<file path="config.mk">
export PLATFORM = sky130hd
export DESIGN_NAME = rms_of_sample_block
export DESIGN_NICKNAME = d
export VERILOG_FILES = /design/src/rmsb_pkg.sv /design/src/rmsb_div.sv /design/src/rmsb_sqrt.sv /design/src/rmsb_fifo.sv /design/src/rmsb_front.sv /design/src/rmsb_back.sv /design/src/rms_of_sample_block.sv
export SDC_FILE = /design/constraint.sdc
export NUM_CORES = 2
export LEC_CHECK = 0
export BUFFER_PORTS_ARGS = -buffer_cell sky130_fd_sc_hd__buf_2
export CAP_MARGIN = 20
export CORE_MARGIN = 5
export CORE_UTILIZATION = 55
export CTS_BUF_LIST = sky130_fd_sc_hd__clkbuf_2 sky130_fd_sc_hd__clkbuf_4 sky130_fd_sc_hd__clkbuf_8
export DETAILED_ROUTE_END_ITERATION = 6
export GPL_TIMING_DRIVEN = 0
export PLACE_DENSITY = 0.71
export SKIP_CTS_REPAIR_TIMING = 1
export SYNTH_ARGS = -nofsm -noshare
export SYNTH_HDL_FRONTEND = slang
export SYNTH_SLANG_ARGS = --single-unit
</file>
<file path="constraint.sdc">
create_clock -name clk -period 16.8 [get_ports clk]
set_input_delay 3.36 -clock clk [delete_from_list [all_inputs] [get_ports clk]]
set_output_delay 3.36 -clock clk [all_outputs]
set_load 0.05 [all_outputs]
</file>
<file path="src/rmsb_pkg.sv">
// rmsb_pkg: shared widths, constants and types of the rms meter
// used by every module of the block; no dependencies
package rmsb_pkg;

  // field and state widths
  localparam int COUNT_W   = 13;
  localparam int SUM_W     = 32;
  localparam int RMS_W     = 16;
  localparam int MV_W      = 13;
  localparam int FRAC_BITS = 6;

  // block length limit and default parameter values
  localparam int MAX_BLOCK           = 4096;
  localparam int DEF_SAMPLE_BITS     = 10;
  localparam logic [COUNT_W-1:0] COUNT_RESET = 13'd100;

  // millivolt scaling: full scale code 1023 is 5000 mV, squared for the mean square
  localparam int MV_NUM_W = 25;
  localparam int MV_DEN_W = 21;
  localparam logic [MV_NUM_W-1:0] MV_NUM = 25'd25000000;
  localparam logic [MV_DEN_W-1:0] MV_DEN = 21'd1046529;

  // iterative unit widths
  localparam int DIV_N_W     = 57;
  localparam int DIV_D_W     = 34;
  localparam int SQRT_IN_W   = 58;
  localparam int SQRT_OUT_W  = SQRT_IN_W / 2;

  // result saturation limits
  localparam logic [RMS_W-1:0] RMS_MAX = '1;
  localparam logic [MV_W-1:0]  MV_MAX  = '1;

  // queue between front and back
  localparam int QUEUE_DEPTH = 2;
  localparam int QLVL_W      = $clog2(QUEUE_DEPTH + 1);

  typedef struct packed {
    logic [SUM_W-1:0]   sum;
    logic [COUNT_W-1:0] count;
  } block_t;

  typedef struct packed {
    logic              full;
    logic              empty;
    logic [QLVL_W-1:0] level;
  } queue_status_t;

  typedef enum logic [2:0] {
    B_IDLE,
    B_LOAD,
    B_DIV1,
    B_SQRT1,
    B_DIV2,
    B_SQRT2,
    B_DONE
  } back_state_t;

endpackage

</file>
<file path="src/rmsb_div.sv">
// rmsb_div: restoring unsigned divider, one quotient bit per cycle
// depends on rmsb_pkg
module rmsb_div
  import rmsb_pkg::*;
#(
  parameter int N_W = DIV_N_W,
  parameter int D_W = DIV_D_W
) (
  input  logic           clk,
  input  logic           rst,
  input  logic           start,
  input  logic [N_W-1:0] dividend,
  input  logic [D_W-1:0] divisor,
  output logic           done,
  output logic [N_W-1:0] quotient
);

  localparam int CNT_W = $clog2(N_W);

  logic             busy;
  logic [CNT_W-1:0] cnt;
  logic [D_W-1:0]   rem;
  logic [D_W-1:0]   dvs;
  logic [N_W-1:0]   quo;
  logic [D_W:0]     trial;
  logic [D_W:0]     diff;
  logic             fits;

  always_comb begin
    trial = {rem, quo[N_W-1]};
    fits  = trial >= {1'b0, dvs};
    diff  = trial - {1'b0, dvs};
  end

  always_ff @(posedge clk) begin
    if (rst) begin
      busy <= 1'b0;
      done <= 1'b0;
      cnt  <= '0;
    end else begin
      done <= 1'b0;
      if (start) begin
        busy <= 1'b1;
        cnt  <= CNT_W'(N_W - 1);
      end else if (busy) begin
        if (cnt == '0) begin
          busy <= 1'b0;
          done <= 1'b1;
        end else begin
          cnt <= cnt - 1'b1;
        end
      end
    end
  end

  always_ff @(posedge clk) begin
    if (start) begin
      rem <= '0;
      dvs <= divisor;
      quo <= dividend;
    end else if (busy) begin
      quo <= {quo[N_W-2:0], fits};
      rem <= fits ? diff[D_W-1:0] : trial[D_W-1:0];
    end
  end

  assign quotient = quo;

endmodule

</file>
<file path="src/rmsb_sqrt.sv">
// rmsb_sqrt: digit-by-digit integer square root, one root bit per cycle
// depends on rmsb_pkg
module rmsb_sqrt
  import rmsb_pkg::*;
#(
  parameter int IN_W = SQRT_IN_W
) (
  input  logic                clk,
  input  logic                rst,
  input  logic                start,
  input  logic [IN_W-1:0]     radicand,
  output logic                done,
  output logic [IN_W/2-1:0]   root
);

  localparam int OUT_W = IN_W / 2;
  localparam int REM_W = OUT_W + 2;
  localparam int CUR_W = OUT_W + 4;
  localparam int CNT_W = $clog2(OUT_W);

  logic             busy;
  logic [CNT_W-1:0] cnt;
  logic [IN_W-1:0]  rad;
  logic [REM_W-1:0] rem;
  logic [OUT_W-1:0] res;
  logic [CUR_W-1:0] cur;
  logic [CUR_W-1:0] trial;
  logic [CUR_W-1:0] diff;
  logic             fits;

  always_comb begin
    cur   = {rem, rad[IN_W-1:IN_W-2]};
    trial = {2'b00, res, 2'b01};
    fits  = cur >= trial;
    diff  = cur - trial;
  end

  always_ff @(posedge clk) begin
    if (rst) begin
      busy <= 1'b0;
      done <= 1'b0;
      cnt  <= '0;
    end else begin
      done <= 1'b0;
      if (start) begin
        busy <= 1'b1;
        cnt  <= CNT_W'(OUT_W - 1);
      end else if (busy) begin
        if (cnt == '0) begin
          busy <= 1'b0;
          done <= 1'b1;
        end else begin
          cnt <= cnt - 1'b1;
        end
      end
    end
  end

  always_ff @(posedge clk) begin
    if (start) begin
      rad <= radicand;
      rem <= '0;
      res <= '0;
    end else if (busy) begin
      rad <= {rad[IN_W-3:0], 2'b00};
      rem <= fits ? diff[REM_W-1:0] : cur[REM_W-1:0];
      res <= {res[OUT_W-2:0], fits};
    end
  end

  assign root = res;

endmodule

</file>
<file path="src/rmsb_fifo.sv">
// rmsb_fifo: short queue of closed blocks between front and back
// depends on rmsb_pkg
module rmsb_fifo
  import rmsb_pkg::*;
(
  input  logic          clk,
  input  logic          rst,
  input  logic          push,
  input  block_t        push_data,
  input  logic          pop,
  output block_t        pop_data,
  output queue_status_t status
);

  localparam int PTR_W = (QUEUE_DEPTH > 1) ? $clog2(QUEUE_DEPTH) : 1;

  block_t             mem [QUEUE_DEPTH];
  logic [PTR_W-1:0]   wr_ptr;
  logic [PTR_W-1:0]   rd_ptr;
  logic [QLVL_W-1:0]  level;

  function automatic logic [PTR_W-1:0] ptr_inc(input logic [PTR_W-1:0] p);
    ptr_inc = (p == PTR_W'(QUEUE_DEPTH - 1)) ? '0 : p + 1'b1;
  endfunction

  always_ff @(posedge clk) begin
    if (rst) begin
      wr_ptr <= '0;
      rd_ptr <= '0;
      level  <= '0;
    end else begin
      if (push) wr_ptr <= ptr_inc(wr_ptr);
      if (pop)  rd_ptr <= ptr_inc(rd_ptr);
      if (push && !pop)      level <= level + 1'b1;
      else if (pop && !push) level <= level - 1'b1;
    end
  end

  always_ff @(posedge clk) begin
    if (push) mem[wr_ptr] <= push_data;
  end

  assign pop_data     = mem[rd_ptr];
  assign status.level = level;
  assign status.empty = (level == '0);
  assign status.full  = (level == QLVL_W'(QUEUE_DEPTH));

endmodule

</file>
<file path="src/rmsb_front.sv">
// rmsb_front: sample intake, square accumulation and block close detection
// depends on rmsb_pkg; feeds rmsb_fifo
module rmsb_front
  import rmsb_pkg::*;
#(
  parameter int SAMPLE_BITS = DEF_SAMPLE_BITS
) (
  input  logic                   clk,
  input  logic                   rst,
  input  logic                   cfg_we,
  input  logic [COUNT_W-1:0]     cfg_data,
  input  logic                   in_valid,
  output logic                   in_ready,
  input  logic [SAMPLE_BITS-1:0] sample,
  input  queue_status_t          q_status,
  output logic                   push,
  output block_t                 push_data
);

  logic [COUNT_W-1:0] count_cfg;
  logic [SUM_W-1:0]   square_sum;
  logic [COUNT_W-1:0] samples_seen;

  logic [SUM_W-1:0]   sq;
  logic [SUM_W:0]     sum_wide;
  logic [SUM_W-1:0]   sum_sat;
  logic [COUNT_W-1:0] seen_inc;
  logic [COUNT_W-1:0] eff_count;
  logic               accept;
  logic               close;

  always_comb begin
    eff_count = count_cfg;
    if (count_cfg == '0) begin
      eff_count = COUNT_W'(1);
    end else if (32'(count_cfg) > 32'(MAX_BLOCK)) begin
      eff_count = COUNT_W'(MAX_BLOCK);
    end
  end

  always_comb begin
    sq       = SUM_W'(sample) * SUM_W'(sample);
    sum_wide = {1'b0, square_sum} + {1'b0, sq};
    sum_sat  = sum_wide[SUM_W] ? '1 : sum_wide[SUM_W-1:0];
    seen_inc = samples_seen + 1'b1;
    close    = (seen_inc >= eff_count);
  end

  assign in_ready = !q_status.full;
  assign accept   = in_valid && in_ready;
  assign push     = accept && close;

  assign push_data.sum   = sum_sat;
  assign push_data.count = eff_count;

  always_ff @(posedge clk) begin
    if (rst) begin
      count_cfg <= COUNT_RESET;
    end else if (cfg_we) begin
      count_cfg <= cfg_data;
    end
  end

  always_ff @(posedge clk) begin
    if (rst) begin
      square_sum   <= '0;
      samples_seen <= '0;
    end else if (accept) begin
      if (close) begin
        square_sum   <= '0;
        samples_seen <= '0;
      end else begin
        square_sum   <= sum_sat;
        samples_seen <= seen_inc;
      end
    end
  end

endmodule

</file>
<file path="src/rmsb_back.sv">
// rmsb_back: sequencer that turns a closed block into rms and millivolt results
// depends on rmsb_pkg, rmsb_div and rmsb_sqrt
module rmsb_back
  import rmsb_pkg::*;
(
  input  logic             clk,
  input  logic             rst,
  input  logic             q_valid,
  input  block_t           q_data,
  output logic             pop,
  output logic             out_valid,
  input  logic             out_ready,
  output logic [RMS_W-1:0] rms_value,
  output logic [MV_W-1:0]  rms_millivolts
);

  back_state_t state, state_next;

  logic [SUM_W-1:0]      sum_reg;
  logic [COUNT_W-1:0]    cnt_reg;
  logic [DIV_N_W-1:0]    num2;
  logic [DIV_D_W-1:0]    den2;
  logic [RMS_W-1:0]      rms_hold;
  logic [MV_W-1:0]       mv_hold;

  logic                  div_start;
  logic                  div_sel2;
  logic                  div_done;
  logic [DIV_N_W-1:0]    div_n;
  logic [DIV_D_W-1:0]    div_d;
  logic [DIV_N_W-1:0]    div_q;
  logic                  sqrt_start;
  logic                  sqrt_done;
  logic [SQRT_OUT_W-1:0] sqrt_root;
  logic                  cap_rms;
  logic                  cap_mv;
  logic                  out_load;
  logic                  out_free;

  assign out_free = !out_valid || out_ready;

  always_comb begin
    state_next = state;
    unique case (state)
      B_IDLE:  if (q_valid)   state_next = B_LOAD;
      B_LOAD:                 state_next = B_DIV1;
      B_DIV1:  if (div_done)  state_next = B_SQRT1;
      B_SQRT1: if (sqrt_done) state_next = B_DIV2;
      B_DIV2:  if (div_done)  state_next = B_SQRT2;
      B_SQRT2: if (sqrt_done) state_next = B_DONE;
      B_DONE:  if (out_free)  state_next = B_IDLE;
      default:                state_next = B_IDLE;
    endcase
  end

  always_comb begin
    pop        = 1'b0;
    div_start  = 1'b0;
    div_sel2   = 1'b0;
    sqrt_start = 1'b0;
    cap_rms    = 1'b0;
    cap_mv     = 1'b0;
    out_load   = 1'b0;
    unique case (state)
      B_IDLE:  pop = q_valid;
      B_LOAD:  div_start = 1'b1;
      B_DIV1:  sqrt_start = div_done;
      B_SQRT1: begin
        div_sel2  = 1'b1;
        div_start = sqrt_done;
        cap_rms   = sqrt_done;
      end
      B_DIV2:  sqrt_start = div_done;
      B_SQRT2: cap_mv = sqrt_done;
      B_DONE:  out_load = out_free;
      default: ;
    endcase
  end

  always_ff @(posedge clk) begin
    if (rst) begin
      state <= B_IDLE;
    end else begin
      state <= state_next;
    end
  end

  // first pass divides sum * 4096 by count, second the millivolt mean square
  assign div_n = div_sel2 ? num2 : DIV_N_W'({sum_reg, {(2 * FRAC_BITS){1'b0}}});
  assign div_d = div_sel2 ? den2 : DIV_D_W'(cnt_reg);

  rmsb_div #(
    .N_W (DIV_N_W),
    .D_W (DIV_D_W)
  ) u_div (
    .clk      (clk),
    .rst      (rst),
    .start    (div_start),
    .dividend (div_n),
    .divisor  (div_d),
    .done     (div_done),
    .quotient (div_q)
  );

  rmsb_sqrt #(
    .IN_W (SQRT_IN_W)
  ) u_sqrt (
    .clk      (clk),
    .rst      (rst),
    .start    (sqrt_start),
    .radicand (SQRT_IN_W'(div_q)),
    .done     (sqrt_done),
    .root     (sqrt_root)
  );

  always_ff @(posedge clk) begin
    if (pop) begin
      sum_reg <= q_data.sum;
      cnt_reg <= q_data.count;
    end
    if (state == B_LOAD) begin
      num2 <= DIV_N_W'(sum_reg) * DIV_N_W'(MV_NUM);
      den2 <= DIV_D_W'(cnt_reg) * DIV_D_W'(MV_DEN);
    end
    if (cap_rms) begin
      rms_hold <= (sqrt_root > SQRT_OUT_W'(RMS_MAX)) ? RMS_MAX : sqrt_root[RMS_W-1:0];
    end
    if (cap_mv) begin
      mv_hold <= (sqrt_root > SQRT_OUT_W'(MV_MAX)) ? MV_MAX : sqrt_root[MV_W-1:0];
    end
    if (out_load) begin
      rms_value      <= rms_hold;
      rms_millivolts <= mv_hold;
    end
  end

  always_ff @(posedge clk) begin
    if (rst) begin
      out_valid <= 1'b0;
    end else if (out_load) begin
      out_valid <= 1'b1;
    end else if (out_ready) begin
      out_valid <= 1'b0;
    end
  end

endmodule

</file>
<file path="src/rms_of_sample_block.sv">
// rms_of_sample_block: top level of the rms meter over blocks of samples
// depends on rmsb_pkg, rmsb_front, rmsb_fifo and rmsb_back
// usage
//   input channel: in_valid / in_ready with one unsigned sample per transfer
//   output channel: out_valid / out_ready with rms_value (6 fraction bits,
//     truncated) and rms_millivolts (rms * 5000 / 1023, rounded down)
//   configuration: sample_count is written on any edge with cfg_we high and rst low;
//     0 acts as 1, values above 4096 act as 4096
// throughput
//   the front end takes one sample per cycle while the queue is not full, squaring
//   and accumulating it; a closed block's sum and count go into a two-entry queue
//   the back end finishes one block before it pops the next: two passes of the
//   shared one-bit-per-cycle divider, two passes of the shared square root unit
//   and its sequencing states
// block flow
//   once popped, a block goes through B_LOAD, B_DIV1, B_SQRT1, B_DIV2, B_SQRT2 and
//   B_DONE to out_valid; short blocks fill the queue and in_ready drops until a pop
// reset and stall
//   rst (synchronous) clears accumulator, counter, queue and out_valid and
//   sets sample_count to 100; a stalled receiver holds the result, the back end
//   waits after its current block and the front end runs on until the queue fills
module rms_of_sample_block
  import rmsb_pkg::*;
#(
  parameter int SAMPLE_BITS = DEF_SAMPLE_BITS
) (
  input  logic                   clk,
  input  logic                   rst,
  input  logic                   cfg_we,
  input  logic [COUNT_W-1:0]     sample_count,
  input  logic                   in_valid,
  output logic                   in_ready,
  input  logic [SAMPLE_BITS-1:0] sample,
  output logic                   out_valid,
  input  logic                   out_ready,
  output logic [RMS_W-1:0]       rms_value,
  output logic [MV_W-1:0]        rms_millivolts
);

  // queue traffic between the two halves
  logic          q_push;
  logic          q_pop;
  block_t        q_in;
  block_t        q_out;
  queue_status_t q_status;

  // front end: accepts samples and decides where a block closes
  rmsb_front #(
    .SAMPLE_BITS (SAMPLE_BITS)
  ) u_front (
    .clk       (clk),
    .rst       (rst),
    .cfg_we    (cfg_we),
    .cfg_data  (sample_count),
    .in_valid  (in_valid),
    .in_ready  (in_ready),
    .sample    (sample),
    .q_status  (q_status),
    .push      (q_push),
    .push_data (q_in)
  );

  // closed blocks waiting for the back end
  rmsb_fifo u_fifo (
    .clk       (clk),
    .rst       (rst),
    .push      (q_push),
    .push_data (q_in),
    .pop       (q_pop),
    .pop_data  (q_out),
    .status    (q_status)
  );

  // back end: divide, root and output register
  rmsb_back u_back (
    .clk            (clk),
    .rst            (rst),
    .q_valid        (!q_status.empty),
    .q_data         (q_out),
    .pop            (q_pop),
    .out_valid      (out_valid),
    .out_ready      (out_ready),
    .rms_value      (rms_value),
    .rms_millivolts (rms_millivolts)
  );

  // queue never holds more than its depth
  a_queue_level: assert property (@(posedge clk) disable iff (rst)
    q_status.level <= QLVL_W'(QUEUE_DEPTH))
    else $error("block queue level above depth");

  // a block only closes into a queue with room
  a_push_room: assert property (@(posedge clk) disable iff (rst)
    q_push |-> !q_status.full)
    else $error("block pushed into a full queue");

  // the back end only takes a block that is there
  a_pop_data: assert property (@(posedge clk) disable iff (rst)
    q_pop |-> !q_status.empty)
    else $error("block popped from an empty queue");

  // no result straight after reset
  a_reset_out: assert property (@(posedge clk)
    rst |=> !out_valid)
    else $error("result valid right after reset");

endmodule
</file>
Word level (Yosys, flattened, before mapping) --
Memories as Yosys holds them, arrays and structs flattened. A register that Yosys moved wholly into a read port is not among the register bits. Index checks and enable logic that the tools add are counted.
Word-level totals: flip-flop bits (word level) 465, RAM bits 90, input port bits 28, output and inout port bits 31, word-level logic and storage cells 147, memories kept 1
Memory list:
- u_fifo.mem | words 2, bits a word 45, read ports 1, clocked after memory_dff 1, write ports 1, line rmsb_fifo.sv:17 | block_t mem [QUEUE_DEPTH];
Cells by class: add/sub/neg operators 10, multiply operators 3, order comparisons 6, equality and inequality tests 15, muxes and demuxes 49, bitwise logic cells 4, reduce and logical (&&, ||, !) cells 29
Operator list (count):
- $mux 57 | 5
- $mux 32 | 2
- $mux 13 | 4
- $mul 32x19->51 const B | 1
- $ge 35x33->1 | 1
- $mux 34 | 1
- $sub 34x33->34 | 1
- $add 32x20->33 | 1
- $ge 33x31->1 | 1
- $mul 13x20->33 const B | 1
- $mux 31 | 1
- $sub 31x31->31 | 1
- $gt 29x13->1 const B | 1
- $gt 29x16->1 const B | 1
- $pmux 3 s7 | 1
- $mul 10x10->20 | 1
- $mux 1 | 20
- $mux 3 | 6
- $mux 6 | 3
- $mux 5 | 3
- $add 13x1->13 const B | 1
- $ge 13x13->1 | 1
- $gt 13x13->1 const B | 1
- $logic_not 13->1 | 1
- 26 further kinds | 56

Depth between registers and ports, before layout --
depth in word-level cells 9, mapped depth 25

Hierarchy --
A second synthesis with hierarchy kept.
Unflattened totals: cells, all modules 4281, area total of the unflattened synthesis 46171.8 sq um
By module, submodules not included:
- rmsb_back | times used 1, cells each 1890, area each 21400.5 sq um
- rmsb_div | times used 1, cells each 699, area each 7479.7 sq um
- rmsb_front | times used 1, cells each 845, area each 6986.7 sq um
- rmsb_sqrt | times used 1, cells each 684, area each 6834.1 sq um
- rmsb_fifo | times used 1, cells each 162, area each 3467.1 sq um
- rms_of_sample_block | times used 1, cells each 1, area each 3.8 sq um

Least setup slack after synthesis --
OpenSTA, ideal clock, no wires.
kind input -> register, from input port sample[1], to memory u_fifo.mem[0][40] (netlist bit) (data pin), data arrival time 8668 ps, data required time 16538 ps, path slack 7870 ps, stages 21, buffers on the path 2, path through clkbuf_1 > nand2_1 > fa_1 > fa_1 > inv_1 > fa_1 > fa_1 > inv_1 > fa_1 > inv_1 > ha_1 > a21o_1 > a21o_1 > a21o_1 > a21o_1 > o211a_1 > o21ai_1 > a21oi_1 > clkbuf_1 > nand3_1 > mux2_2
RTL lines:
- start: declaration | line rms_of_sample_block.sv:33 | input logic [SAMPLE_BITS-1:0] sample,
- end: declaration | line rmsb_fifo.sv:17

==> impl_metrics.py <==
metrics = {
    "critical_path": {
        "path_depth": 23,
        "path_max_fanout": 10,
        "slowest_stage": "fa_1",
        "cp-start-kind": "input port",
        "arrival_ns": 9.83,
        "worst_ep_required_time_ns": 17.39,
        "path_cells": "buf_2, clkbuf_1, nand2_1, fa_1, fa_1, inv_1, fa_1, fa_1, inv_1, fa_1, inv_1, ha_1, a21o_1, a21o_1, a21o_1, a22oi_1, nand2_1, a21oi_1, or2_1, buf_2, buf_2, o21ai_0, a22o_1",
        "critPathMostFrequentCell": "fa_1",
        "worst_setup_path_end_kind": "register",
        "crit_type": "in -> reg",
        "worst-path-buf-inv": 7,
        "slowest_delay_ns": 0.55,
        "ff2ff_path_depth": 19,
        "cp_top_family": "adder cells",
    },
    "yosys": {
        "async_flop_share_pct": 0,
        "synth_edf_count": 424,
        "synth_cell_types": 96,
        "yosys_warnings": 0,
        "yosysTopAreaCell": "edfxtp_1",
        "synthesis.nets": 5207,
        "yosysMostFrequentCell": "inv_1",
        "yosysTopAreaCellShare_pct": 28.3,
        "syn_area_sq_mm": 0.0449,
        "synth_commonest_cells": "inv_1 (795), nand2_1 (464), edfxtp_1 (424), ha_1 (406), fa_1 (404)",
        "ys_ff_latch": 600,
        "syn_inst": 4369,
        "syn_avg_cell_area_sq_um": 10.3,
        "ys_seq_area_share_pct": 36.2,
        "ys.flop_type": "edfxtp_1",
        "synth.area.top_cells": "edfxtp_1 (28%), fa_1 (18%), ha_1 (11%)",
    },
    "drt": {
        "drc": 0,
        "drt_iter0_markers": 1765,
        "topRoutingLayerUsed": "met5",
        "routed_wl_um": 99900,
        "drt-met1-wl_um": 43300,
        "wl_per_cell_um": 17.6,
        "wl_met2_um": 49200,
        "vias_per_cell": 5.37,
        "dr_wl_met3_um": 4150,
        "detail-route-antenna-nets": 0,
        "first_pass_iters": 5,
        "vias": 30600,
    },
    "sta": {
        "fin_setup_tns_ns": 0,
        "slew_viol_final": 0,
        "fin_worst_skew_ns": 0.0542,
        "grt_setup_unrepaired": "false",
        "fin_crit_ns": 9.24,
        "holdWs_ns": 0.416,
        "worst_slew_pin_slew_ns": 1.06,
        "relSlewSlack_pct": 29.2,
        "setup_violations": 0,
        "fin_crit_sh_pct": 55.0,
        "fmax_mhz": 108,
        "hold_viol_final": 0,
        "finalWorstSetupSlack_ns": 7.56,
    },
    "clocking": {
        "clkSinkCount": 600,
        "cts-root-buf": "clkbuf_8",
        "clk_path_buf_depth": 3,
        "path_clk_slew_ns": 0.06,
        "htreeDepth": 3,
        "worstSkewPairLatency_ns": 0.73,
        "tritoncts": "done",
        "cts_buffers": 100,
    },
    "cells_and_area": {
        "fin_nets": 5379,
        "max_flop_register": "u_fifo.mem",
        "fin_cells": 5689,
        "area_growth_pct": 9.13,
        "largest_reg_flops": 90,
        "drive_above_1_share_pct": 7.93,
    },
    "place": {
        "dpl_worst_slack_ns": 6.86,
        "post-place-cells": 5499,
        "dp_hpwl_um": 79100,
        "gp_congestion": 0.875,
        "port_buffers": 55,
    },
    "floorplan": {
        "io_pins": 59,
        "die_area_sq_mm": 0.0875,
        "row_count": 104,
        "chipWidth_um": 296,
        "die_h_um": 296,
        "start_util_pct": 55.6,
        "core-area_sq_mm": 0.0808,
    },
    "global_routing": {
        "grt_pass1_vias": 31400,
        "grtUsageTotal_pct": 23.2,
        "antenna_found_initial": 5,
        "grt_max_degree": 38,
        "grt_pass1_wl_um": 163000,
        "grt_overflow": 0,
    },
    "hold_path": {
        "holdPathStages": 0,
        "hp-class": "reg -> reg",
    },
    "flow_run": {
        "cap_violations": 0,
    },
    "status": {
        "status": "finished clean",
    },
}
layout by cell type, fill, tap and decap left out, types with 72 or more instances in the layout:
master / instances
xnor2_1: 104
a21oi_1: 221
nand3_1: 72
clkbuf_1: 111
edfxtp_1: 424
fa_1: 404
inv_1: 792
o21ai_0: 139
mux2i_1: 83
ha_1: 406
nand2_1: 464
dfxtp_1: 176
nor2_1: 200
clkbuf_8: 110
through the flow:
| stage | util, % | cell area [sq um] |
|---|---|---|
| CTS | 60.7 | 49000 |
| finish | 60.7 | 49000 |
| global route | 60.7 | 49000 |
| floorplan | - | 44900 |
| detailed placement | 57.9 | 46800 |
| global placement | 57.6 | 46500 |
final timing paths:
path | start | endpoint | slack [ns]
worst max register to register | u_back.sum_reg[3] | u_back.num2[56] | 9.54
worst min register to register | u_back.rms_hold[1] | u_back.rms_value[1] | 0.42
worst min-delay path | u_back.rms_hold[1] | u_back.rms_value[1] | 0.42
worst max-delay path | sample[7] | u_front.square_sum[16] | 7.56
final cells by class:
type | instances | area [sq um]
inverters | 796 | 2990
clock inverters | 39 | 442
plain buffers | 138 | 574
fillers | 6753 | 31800
multi-input cells | 2835 | 25100
diodes | 3 | 7.51
flip-flops and latches | 600 | 16300
well taps | 1060 | 1330
clock buffers | 148 | 1800
repair buffers | 70 | 505
logic make-up (layout without fill, tap and decap cells):
logic type	count (synthesis)	count (layout)	share of synthesized area, %
mux	132	132	3.08
compound gates	706	706	9.98
flops	600	600	36.2
other cells	0	3	0
xor+xnor	156	156	3.04
simple gates	1031	1031	10.5
fa+ha+maj	810	810	29.3
buf+inv	934	1191	7.93
per-layer routing:
metal,vias to the layer above,track usage (%)
met5,-,0
met1,14800,30.2
met4,2,7.55
met3,193,3.15
li1,14900,-
met2,619,40.3
Power is left out: the tool's default activity adds up to more than one toggle a clock period on the data nets, which glitch-free logic cannot reach.
